===== src/sv/frt_pkg.sv =====
// Package: constants, codes and entry record type for the fragment reassembly tracker.
`default_nettype none
package frt_pkg;
  localparam int unsigned FRT_TABLE_ENTRIES = 8;
  localparam int unsigned FRT_MAX_SEQUENCES = 256;

  localparam logic [2:0] KIND_START  = 3'd0;
  localparam logic [2:0] KIND_MIDDLE = 3'd1;
  localparam logic [2:0] KIND_FINISH = 3'd2;
  localparam logic [2:0] KIND_SINGLE = 3'd3;

  localparam logic [2:0] STAT_STORED   = 3'd0;
  localparam logic [2:0] STAT_COMPLETE = 3'd1;
  localparam logic [2:0] STAT_SINGLE   = 3'd2;
  localparam logic [2:0] STAT_BAD      = 3'd3;
  localparam logic [2:0] STAT_FULL     = 3'd4;

  typedef struct packed {
    logic [7:0]  lowest_seq;
    logic        lowest_is_start;
    logic [7:0]  highest_seq;
    logic        highest_is_finished;
    logic [8:0]  seen_count;
    logic [15:0] length_sum;
  } frt_info_t;
endpackage
`default_nettype wire


===== src/sv/fragment_reassembly_tracker.sv =====
// Fragment reassembly tracker: per-key fragment bookkeeping held in two table memories.
//
// Input channel in_*: one fragment header per request (key, sequence, kind, length).
// Result channel out_*: exactly one result per request, in order.
// Key lookup runs over the valid/key flip-flops when a request is taken and launches a
// read of the entry record and its seen-sequence row (one memory row per entry).
// The work state then modifies the record, writes it back for a stored fragment and loads
// the output register, waiting there until the output register is free. A new request is
// taken only once the previous one has left the work state. A result may wait in the output
// register while the next request is taken; the write-back of that next request holds until
// the output register frees.
// An allocated entry gets a fresh seen row, so freeing needs no clearing pass.
// Reset (rst_n low, synchronous) invalidates all entries and empties the output.
// Memory contents are not reset.
`default_nettype none
module fragment_reassembly_tracker #(
  parameter int unsigned TABLE_ENTRIES = frt_pkg::FRT_TABLE_ENTRIES,
  parameter int unsigned MAX_SEQUENCES = frt_pkg::FRT_MAX_SEQUENCES
) (
  input  wire logic        clk,
  input  wire logic        rst_n,
  input  wire logic        in_valid,
  output logic             in_ready,
  input  wire logic [31:0] in_frag_key,
  input  wire logic [7:0]  in_frag_sequence,
  input  wire logic [2:0]  in_frag_kind,
  input  wire logic [15:0] in_frag_length,
  output logic             out_valid,
  input  wire logic        out_ready,
  output logic [2:0]       out_status,
  output logic [31:0]      out_done_key,
  output logic [15:0]      out_total_length,
  output logic [7:0]       out_first_sequence,
  output logic [8:0]       out_fragment_count
);
  import frt_pkg::*;

  localparam int unsigned IDX_W = (TABLE_ENTRIES > 1) ? $clog2(TABLE_ENTRIES) : 1;
  localparam int unsigned SEQ_W = (MAX_SEQUENCES > 1) ? $clog2(MAX_SEQUENCES) : 1;
  localparam logic [8:0]  MAX_SEQ_V = 9'(MAX_SEQUENCES);
  localparam logic        ST_IDLE = 1'b0;
  localparam logic        ST_WORK = 1'b1;

  logic                     state_r;
  logic [TABLE_ENTRIES-1:0] valid_r;
  logic [31:0]              key_tab_r [TABLE_ENTRIES];

  frt_info_t                info_mem [TABLE_ENTRIES];
  logic [MAX_SEQUENCES-1:0] seen_mem [TABLE_ENTRIES];
  frt_info_t                info_rd_r;
  logic [MAX_SEQUENCES-1:0] seen_rd_r;

  logic [31:0]      key_r;
  logic [7:0]       seq_r;
  logic [2:0]       kind_r;
  logic [15:0]      len_r;
  logic [IDX_W-1:0] idx_r;
  logic             single_r, bad_r, full_r, new_r;

  logic        out_valid_r;
  logic [2:0]  out_status_r;
  logic [31:0] out_key_r;
  logic [15:0] out_len_r;
  logic [7:0]  out_first_r;
  logic [8:0]  out_count_r;

  logic             accept, out_free, advance;
  logic             hit_found, spare_found;
  logic [IDX_W-1:0] hit_idx, spare_idx;
  logic             bad_in;

  always_comb begin
    hit_found   = 1'b0;
    spare_found = 1'b0;
    hit_idx     = '0;
    spare_idx   = '0;
    for (int i = TABLE_ENTRIES - 1; i >= 0; i--) begin
      if (valid_r[i] && key_tab_r[i] == in_frag_key) begin
        hit_found = 1'b1;
        hit_idx   = IDX_W'(i);
      end
      if (!valid_r[i]) begin
        spare_found = 1'b1;
        spare_idx   = IDX_W'(i);
      end
    end
  end

  assign bad_in   = (in_frag_kind > KIND_SINGLE) || (in_frag_sequence == 8'd0) ||
                    ({1'b0, in_frag_sequence} >= MAX_SEQ_V);
  assign in_ready = (state_r == ST_IDLE);
  assign accept   = in_valid && in_ready;
  assign out_free = !out_valid_r || out_ready;
  assign advance  = (state_r == ST_WORK) && out_free;

  // Request capture and memory read
  always_ff @(posedge clk) begin
    if (accept) begin
      key_r    <= in_frag_key;
      seq_r    <= in_frag_sequence;
      kind_r   <= in_frag_kind;
      len_r    <= in_frag_length;
      single_r <= (in_frag_kind == KIND_SINGLE);
      bad_r    <= bad_in && (in_frag_kind != KIND_SINGLE);
      full_r   <= !hit_found && !spare_found;
      new_r    <= !hit_found;
      idx_r    <= hit_found ? hit_idx : spare_idx;
      info_rd_r <= info_mem[hit_found ? hit_idx : spare_idx];
      seen_rd_r <= seen_mem[hit_found ? hit_idx : spare_idx];
    end
  end

  // Modify
  logic [MAX_SEQUENCES-1:0] seq_bit;
  logic                     seen_dup, frag_ok, complete, do_write;
  frt_info_t                info_nxt;
  logic [8:0]               span;
  logic [2:0]               status_nxt;
  logic [15:0]              len_nxt;
  logic [7:0]               first_nxt;
  logic [8:0]               count_nxt;

  always_comb begin
    seq_bit  = '0;
    seq_bit[seq_r[SEQ_W-1:0]] = 1'b1;
    seen_dup = !new_r && seen_rd_r[seq_r[SEQ_W-1:0]];
    frag_ok  = !single_r && !bad_r && !full_r && !seen_dup;
    if (new_r) begin
      info_nxt.lowest_seq          = seq_r;
      info_nxt.lowest_is_start     = (kind_r == KIND_START);
      info_nxt.highest_seq         = seq_r;
      info_nxt.highest_is_finished = (kind_r == KIND_FINISH);
      info_nxt.seen_count          = 9'd1;
      info_nxt.length_sum          = len_r;
    end else begin
      info_nxt = info_rd_r;
      if (seq_r < info_rd_r.lowest_seq) begin
        info_nxt.lowest_seq      = seq_r;
        info_nxt.lowest_is_start = (kind_r == KIND_START);
      end
      if (seq_r > info_rd_r.highest_seq) begin
        info_nxt.highest_seq         = seq_r;
        info_nxt.highest_is_finished = (kind_r == KIND_FINISH);
      end
      info_nxt.seen_count = info_rd_r.seen_count + 9'd1;
      info_nxt.length_sum = info_rd_r.length_sum + len_r;
    end
    span     = {1'b0, info_nxt.highest_seq} - {1'b0, info_nxt.lowest_seq} + 9'd1;
    complete = frag_ok && info_nxt.lowest_is_start && info_nxt.highest_is_finished &&
               (info_nxt.seen_count >= 9'd2) && (span == info_nxt.seen_count);
    do_write = advance && frag_ok && !complete;

    status_nxt = STAT_STORED;
    len_nxt    = '0;
    first_nxt  = '0;
    count_nxt  = '0;
    if (single_r) begin
      status_nxt = STAT_SINGLE;
      len_nxt    = len_r;
      first_nxt  = seq_r;
      count_nxt  = 9'd1;
    end else if (bad_r) begin
      status_nxt = STAT_BAD;
    end else if (full_r) begin
      status_nxt = STAT_FULL;
    end else if (complete) begin
      status_nxt = STAT_COMPLETE;
      len_nxt    = info_nxt.length_sum;
      first_nxt  = info_nxt.lowest_seq;
      count_nxt  = info_nxt.seen_count;
    end
  end

  // Write-back
  always_ff @(posedge clk) begin
    if (do_write) begin
      info_mem[idx_r]  <= info_nxt;
      seen_mem[idx_r]  <= new_r ? seq_bit : (seen_rd_r | seq_bit);
      key_tab_r[idx_r] <= key_r;
    end
  end

  always_ff @(posedge clk) begin
    if (!rst_n) begin
      state_r     <= ST_IDLE;
      valid_r     <= '0;
      out_valid_r <= 1'b0;
    end else begin
      if (out_valid_r && out_ready && !advance) begin
        out_valid_r <= 1'b0;
      end
      case (state_r)
        ST_IDLE: begin
          if (accept) begin
            state_r <= ST_WORK;
          end
        end
        ST_WORK: begin
          if (advance) begin
            state_r     <= ST_IDLE;
            out_valid_r <= 1'b1;
            if (do_write) begin
              valid_r[idx_r] <= 1'b1;
            end
            if (complete) begin
              valid_r[idx_r] <= 1'b0;
            end
          end
        end
        default: state_r <= ST_IDLE;
      endcase
    end
  end

  always_ff @(posedge clk) begin
    if (advance) begin
      out_status_r <= status_nxt;
      out_key_r    <= key_r;
      out_len_r    <= len_nxt;
      out_first_r  <= first_nxt;
      out_count_r  <= count_nxt;
    end
  end

  assign out_valid          = out_valid_r;
  assign out_status         = out_status_r;
  assign out_done_key       = out_key_r;
  assign out_total_length   = out_len_r;
  assign out_first_sequence = out_first_r;
  assign out_fragment_count = out_count_r;
endmodule
`default_nettype wire

===== config.mk =====
export PLATFORM = sky130hd
export DESIGN_NAME = fragment_reassembly_tracker
export DESIGN_NICKNAME = d
export VERILOG_FILES = /design/src/sv/frt_pkg.sv /design/src/sv/fragment_reassembly_tracker.sv
export SDC_FILE = /design/constraint.sdc
export NUM_CORES = 2
export LEC_CHECK = 0
export BUFFER_PORTS_ARGS = -buffer_cell sky130_fd_sc_hd__buf_2
export CORE_ASPECT_RATIO = 0.7
export CORE_MARGIN = 4
export CORE_UTILIZATION = 40
export DETAILED_ROUTE_END_ITERATION = 10
export HOLD_SLACK_MARGIN = 0.12
export PLACE_DENSITY = 0.66
export SLEW_MARGIN = 5
export SYNTH_ARGS = -nofsm -noshare
export SYNTH_HDL_FRONTEND = slang
export SYNTH_SLANG_ARGS = --single-unit

===== constraint.sdc =====
create_clock -name clk -period 51.3 [get_ports clk]
set_input_delay 7.695 -clock clk [delete_from_list [all_inputs] [get_ports clk]]
set_output_delay 7.695 -clock clk [all_outputs]
set_load 0.02 [all_outputs]

---- Word level (Yosys, flattened, before mapping) ----
Memories as Yosys holds them, arrays and structs flattened. A register that Yosys moved wholly into a read port is not among the register bits.
Cells that the tools add are included.
operators by class
  add/subtract/negate cells ............... 4
  order comparisons ....................... 8
  equal/unequal tests ..................... 12
  muxes and demuxes ....................... 70
  bitwise operators ....................... 6
  reductions and logical operators ........ 43
operators with widths
  cell                 number
  $eq 32x32->1         8
  $mux 256             1
  $or 256x256->256     1
  $mux 8               9
  $mux 16              4
  $mux 3               18
  $mux 43              1
  $mux 1               31
  $logic_and 1x1->1    26
  $add 9x1->9 const B  2
  $mux 9               2
  $add 16x16->16       1
  $logic_not 1->1      10
  $eq 9x9->1           1
  $ge 9x2->1 const B   1
  $lt 8x9->1 const B   1
  $sub 8x8->9          1
  $and 8x8->8          1
  $bmux 1 s8           1
  $demux 1 s8          1
  $ge 8x1->1 const B   1
  $gt 8x8->1           1
  $logic_not 8->1      1
  $lt 8x8->1           1
  15 further kinds     18
word-level totals
  register bits after elaboration ......... 144
  memory bits (writable) .................. 2648
  bits of input ports ..................... 63
  word-level logic and storage cells ...... 165
  memories ................................ 3
memories
  memory     words  bits a word  rd ports  clocked after memory_dff  wr ports  line                               source
  seen_mem   8      256          1         1                         1         fragment_reassembly_tracker.sv:49  logic [MAX_SEQUENCES-1:0] seen_mem [TABLE_ENTRIES];
  info_mem   8      43           1         1                         1         fragment_reassembly_tracker.sv:48  frt_info_t info_mem [TABLE_ENTRIES];
  key_tab_r  8      32           8         0                         1         fragment_reassembly_tracker.sv:46  logic [31:0] key_tab_r [TABLE_ENTRIES];

---- Logic depth before layout (Yosys ltp) ----
  depth after elaboration ................. 17
  gate-level depth with buffers ........... 28

---- Worst setup path after synthesis ----
OpenSTA, ideal clock, no wires.
  path type ............................... input to register
  start point ............................. input out_ready
  end point ............................... register valid_r[6]
  arrival time ............................ 33725 ps
  data required time ...................... 51139 ps
  slack ................................... 17413 ps
  cell stages on the path ................. 7
  path through ............................ nand2b_1 > and2_1 > nand2_1 > nor2_1 > nand2_1 > nor3_1 > o21a_1
on the way
  word-level cells in the longest chain between the ends .. 10
ends and longest elaborated chain
  what                             line                                source
  start: declaration               fragment_reassembly_tracker.sv:29   input wire logic out_ready,
  $logic_or 1x1->1 *               fragment_reassembly_tracker.sv:93   assign out_free = !out_valid_r || out_ready;
  $logic_and 1x1->1 *              fragment_reassembly_tracker.sv:94   assign advance = (state_r == ST_WORK) && out_free;
  via advance                      fragment_reassembly_tracker.sv:67   logic accept, out_free, advance;
  $logic_and 1x1->1 (2 in series)  fragment_reassembly_tracker.sv:151  do_write = advance && frag_ok && !complete;
  $mux 8                           fragment_reassembly_tracker.sv:202  if (do_write) begin
  $mux 8                           fragment_reassembly_tracker.sv:199  if (advance) begin
  $mux 8                           fragment_reassembly_tracker.sv:192  case (state_r)
  $mux 8                           fragment_reassembly_tracker.sv:184  if (!rst_n) begin
  $and 8x8->8 (no source line)     n/a
  $mux 8                           fragment_reassembly_tracker.sv:205  if (complete) begin
  end signal: assignment           fragment_reassembly_tracker.sv:186  valid_r <= '0;
  end signal: indexed assignment   fragment_reassembly_tracker.sv:203  valid_r[idx_r] <= 1'b1;
  end signal: indexed assignment   fragment_reassembly_tracker.sv:206  valid_r[idx_r] <= 1'b0;
  end: declaration                 fragment_reassembly_tracker.sv:45   logic [TABLE_ENTRIES-1:0] valid_r;
Mark *: on every way through the listed nets, which the timed path passes. The rest lies on a longest branch. The select of a mux whose other input is x is not followed.
A chain may end at the register's enable or synchronous reset.

---- Final worst setup path ----
  start point ............................. input in_frag_key[12]
  end point ............................... register seen_rd_r[229], read port of seen_mem, data pin
on the way
  word-level cells in the longest chain between the ends .. 11
ends and longest elaborated chain
  what                                                   line                                source
  start: declaration                                     fragment_reassembly_tracker.sv:24   input wire logic [31:0] in_frag_key,
  $eq 32x32->1                                           fragment_reassembly_tracker.sv:78   if (valid_r[i] && key_tab_r[i] == in_frag_key) begin
  $logic_and 1x1->1                                      fragment_reassembly_tracker.sv:78
  $mux 3 / $mux 1 (equally long branches) (8 in series)  fragment_reassembly_tracker.sv:78
  $mux 3 *                                               fragment_reassembly_tracker.sv:109  seen_rd_r <= seen_mem[hit_found ? hit_idx : spare_idx];
  end: declaration                                       fragment_reassembly_tracker.sv:51   logic [MAX_SEQUENCES-1:0] seen_rd_r;
Mark *: on every way between the ends. The rest lies on a longest branch, timed or not.

==> impl_metrics.csv <==
group,metric,value,unit
run_status,status,"finished clean",
cts,insertion_delay,0.86,ns
worst_setup_path,cp-start-kind,"input port",
final_layout,final.fill_count,26551,
placed_design,dp.cells,10915,
placed_design,place.port_buffers,132,
final_layout,fin_util,0.448,
min_path,hold_depth,2,
final_layout,regArea,92700,µm²
power,switchingPower,1.04,mW
timing,period_needed,15.14,ns
power,power_frac_clock,0.415,
route,met1_length,141000,µm
final_layout,synthToLayoutAreaGrowth,11.1,%
power,p_per_area,35.8,nW/µm²
global_routing,overflow,0,
run,drv_cap,0,
worst_setup_path,cp-end-kind,"register",
route,ant_nets,0,
cts,htree_num_levels,5,
floorplanning,die_w,681,µm
global_routing,grt_usage,0.186,
timing,finalSetupViolations,0,
cts,cts_resized,0,
worst_setup_path,crit_required,51.89,ns
final_layout,final_cell_mix,"edfxtp_1 (3,081), mux2i_1 (1,804), mux2_2 (306), clkbuf_16 (295), o2bb2ai_1 (256)",
route,drc,0,
power,intPower,4.00,mW
worst_setup_path,crit_type,"input port to register",
logic_synthesis,netlist_instances,6846,
floorplanning,initial_utilization,0.403,
logic_synthesis,yosysSeqAreaShare,0.731,
final_layout,final_common_cell,"edfxtp_1",
route,dr.pass1.iters,6,
power,sw_frac_of_total,0.207,
logic_synthesis,synth.distinct_cells,69,
min_path,hold_class,"register to register",
power,combPwrFrac,0.029,
timing,worst_slew_margin_rel,0.0915,
final_layout,finalNonFillerCells,11429,
global_routing,grt_pass1_wl,448000,µm
placed_design,gp_congestion,0.976,
global_routing,antenna_found_initial,23,
cts,cts_root_buf,"clkbuf_16",
global_routing,grt_pass1_vias,63139,
final_layout,multi_input_area,32000,µm²
floorplanning,rows,172,
timing,fmax,66.1,MHz
global_routing,grt_max_degree,130,
power,leakagePower,47.2,nW
timing,grt_setup_unrepaired,"false",
cts,cts.sinks,3091,
logic_synthesis,synth-edff-count,3081,
logic_synthesis,synth_top_area_share,0.729,
route,drt_iter0_drc,6863,
final_layout,finalNetCount,7139,
logic_synthesis,synth_nets,6955,
cts,cts_made_buffers,289,
route,routedWlPerCell,27.5,µm
route,routed_wl,314000,µm
timing,clock_skew,0.0632,ns
logic_synthesis,synthArstFlopShare,0,
final_layout,layout-drive-gt1-share,0.147,
cts,cts_tree,"yes",
floorplanning,io_pins,133,
floorplanning,die_y,479,µm
timing,hold_violations,0,
timing,post-route-period-util,0.295,
cts,postCtsSetupRepairBufs,0,
logic_synthesis,yosys_register_bits,3091,
worst_setup_path,crit_arrival,15.72,ns
timing,worstMarginPinSlew,1.36,ns
cts,clk_pin_slew,0.06,ns
route,top_layer_used,"met5",
route,dr_wl_met3,30500,µm
power,ir_drop,0.0000287,V
placed_design,detailed_place_hpwl,172000,µm
timing,slew_violations,0,
cts,cts_hold_buffers,0,
floorplanning,die-area,326000,µm²
logic_synthesis,synth_top_flop_cell,"edfxtp_1",
power,seqPwrFrac,0.555,
logic_synthesis,ys_top_cells_by_area,"edfxtp_1 (73%), mux2i_1 (14%), mux2_2 (2.7%), o2bb2ai_1 (1.8%), xor2_1 (1.6%)",
route,vias,64333,
worst_setup_path,critPathMaxFanout,66,
worst_setup_path,rr_worst_depth,25,
logic_synthesis,synth_top_cell_by_area,"edfxtp_1",
logic_synthesis,ys.warnings.count,0,
logic_synthesis,syn_avg_cell_area,18.5,µm²
floorplanning,core_area,315000,µm²
logic_synthesis,synth.cell_area,127000,µm²
route,avgViaCountPerCell,5.63,
route,met2_wirelength,136000,µm
cts,cts.path.max_buffers,4,
timing,fin_tns_setup,0,ns
-- logic make-up (layout without fill, tap and decap cells) --
kind of cell,Yosys count,after routing,synth area share
flops,3091,3091,0.731
other cells,0,7,0
compound gates,401,401,0.0255
fa+ha+maj,46,46,0.00466
xor+xnor,286,286,0.0197
mux,2189,2189,0.184
simple gates,418,418,0.0179
buf+inv,415,815,0.0176
-- critical path: stages --
cell and delay [ns]:
buf_2 0.51, xor2_1 0.20, nor4b_1 0.36, nand4_1 0.15, nor4_1 0.59, or4b_1 0.28
o21ba_4 0.81, buf_4 0.90, buf_4 0.78, buf_4 0.72, buf_4 0.78, buf_4 1.00
mux2i_1 0.29, mux2i_1 0.10, mux2_2 0.30
-- stage by stage --
step	area (µm²)	setup WS [ns]	hold WS, ns	power [mW]
global route	141000	35.91	0.556	5.19
finish	141000	36.16	0.545	5.04
floorplan	127000	17.41	0.479	2.94
global placement	132000	35.59	0.511	3.00
detailed placement	132000	35.47	0.522	3.00
CTS	141000	36.39	0.533	5.07
-- power groups by stage --
stage               Sequential [mW]  Clock [mW]  Combinational [mW]
CTS                            2.80        2.13               0.146
detailed placement             2.85           0               0.146
floorplan                      2.86           0              0.0797
finish                         2.80        2.09               0.147
global route                   2.80        2.24               0.154
global placement               2.85           0               0.144
-- cells in the mapped netlist (5+ instances only) --
| master | n |
|---|---|
| a21o_1 | 8 |
| a22o_1 | 16 |
| and2_1 | 8 |
| xor2_1 | 233 |
| buf_2 | 160 |
| o2bb2ai_1 | 256 |
| mux2_2 | 306 |
| mux2i_1 | 1804 |
| o21a_1 | 12 |
| dfxtp_1 | 10 |
| nand4_1 | 33 |
| mux4_2 | 79 |
| a211oi_1 | 5 |
| clkbuf_1 | 118 |
| edfxtp_1 | 3081 |
| ha_1 | 44 |
| and3_1 | 6 |
| nor2_1 | 54 |
| buf_6 | 22 |
| nand2b_1 | 6 |
| nand4b_1 | 11 |
| or3_1 | 5 |
| buf_1 | 5 |
| nand2_1 | 76 |
| buf_8 | 9 |
| nand3_1 | 37 |
| nor4b_1 | 9 |
| xnor2_1 | 53 |
| inv_1 | 48 |
| nor2b_1 | 12 |
| nor3_1 | 42 |
| o31ai_1 | 5 |
| or4_1 | 6 |
| buf_4 | 52 |
| a31oi_1 | 5 |
| nor4_1 | 102 |
| o21ai_0 | 34 |
| a21oi_1 | 26 |
-- worst paths after layout --
check | from | to | slack (ns)
setup / recovery | in_frag_key[12] | seen_rd_r[229] | 36.16
hold reg to reg | state_r | out_valid | 0.54
hold / removal | state_r | out_valid | 0.54
setup reg to reg | seq_r[2] | seen_mem[2][71] | 40.07
-- registers in the layout, summed over array words and instances, names as in the netlist, 8 cells and up --
signal	count
out_fragment_count	9
out_total_length	16
seen_rd_r	256
seq_r	8
key_r	32
key_tab_r	256
len_r	16
seen_mem	2048
out_first_sequence	8
info_mem	344
valid_r	8
out_done_key	32
info_rd_r	43
-- final cells by class --
type / count / share of cell area
clock inverter: 146 / 0.00978
timing repair buffer: 260 / 0.0127
inverter: 48 / 0.00133
clock buffer: 361 / 0.0542
antenna: 7 / 0.000124
tap: 4176 / 0.0371
multi-input combinational: 3340 / 0.227
sequential: 3091 / 0.658
-- layer usage --
layer / up-vias / global-route usage
met5: - / 0.000145
met1: 33460 / 0.275
met2: 2743 / 0.273
met4: 4 / 0.0404
met3: 433 / 0.0532
li1: 27693 / -
Power figures use the tool's default switching activity.
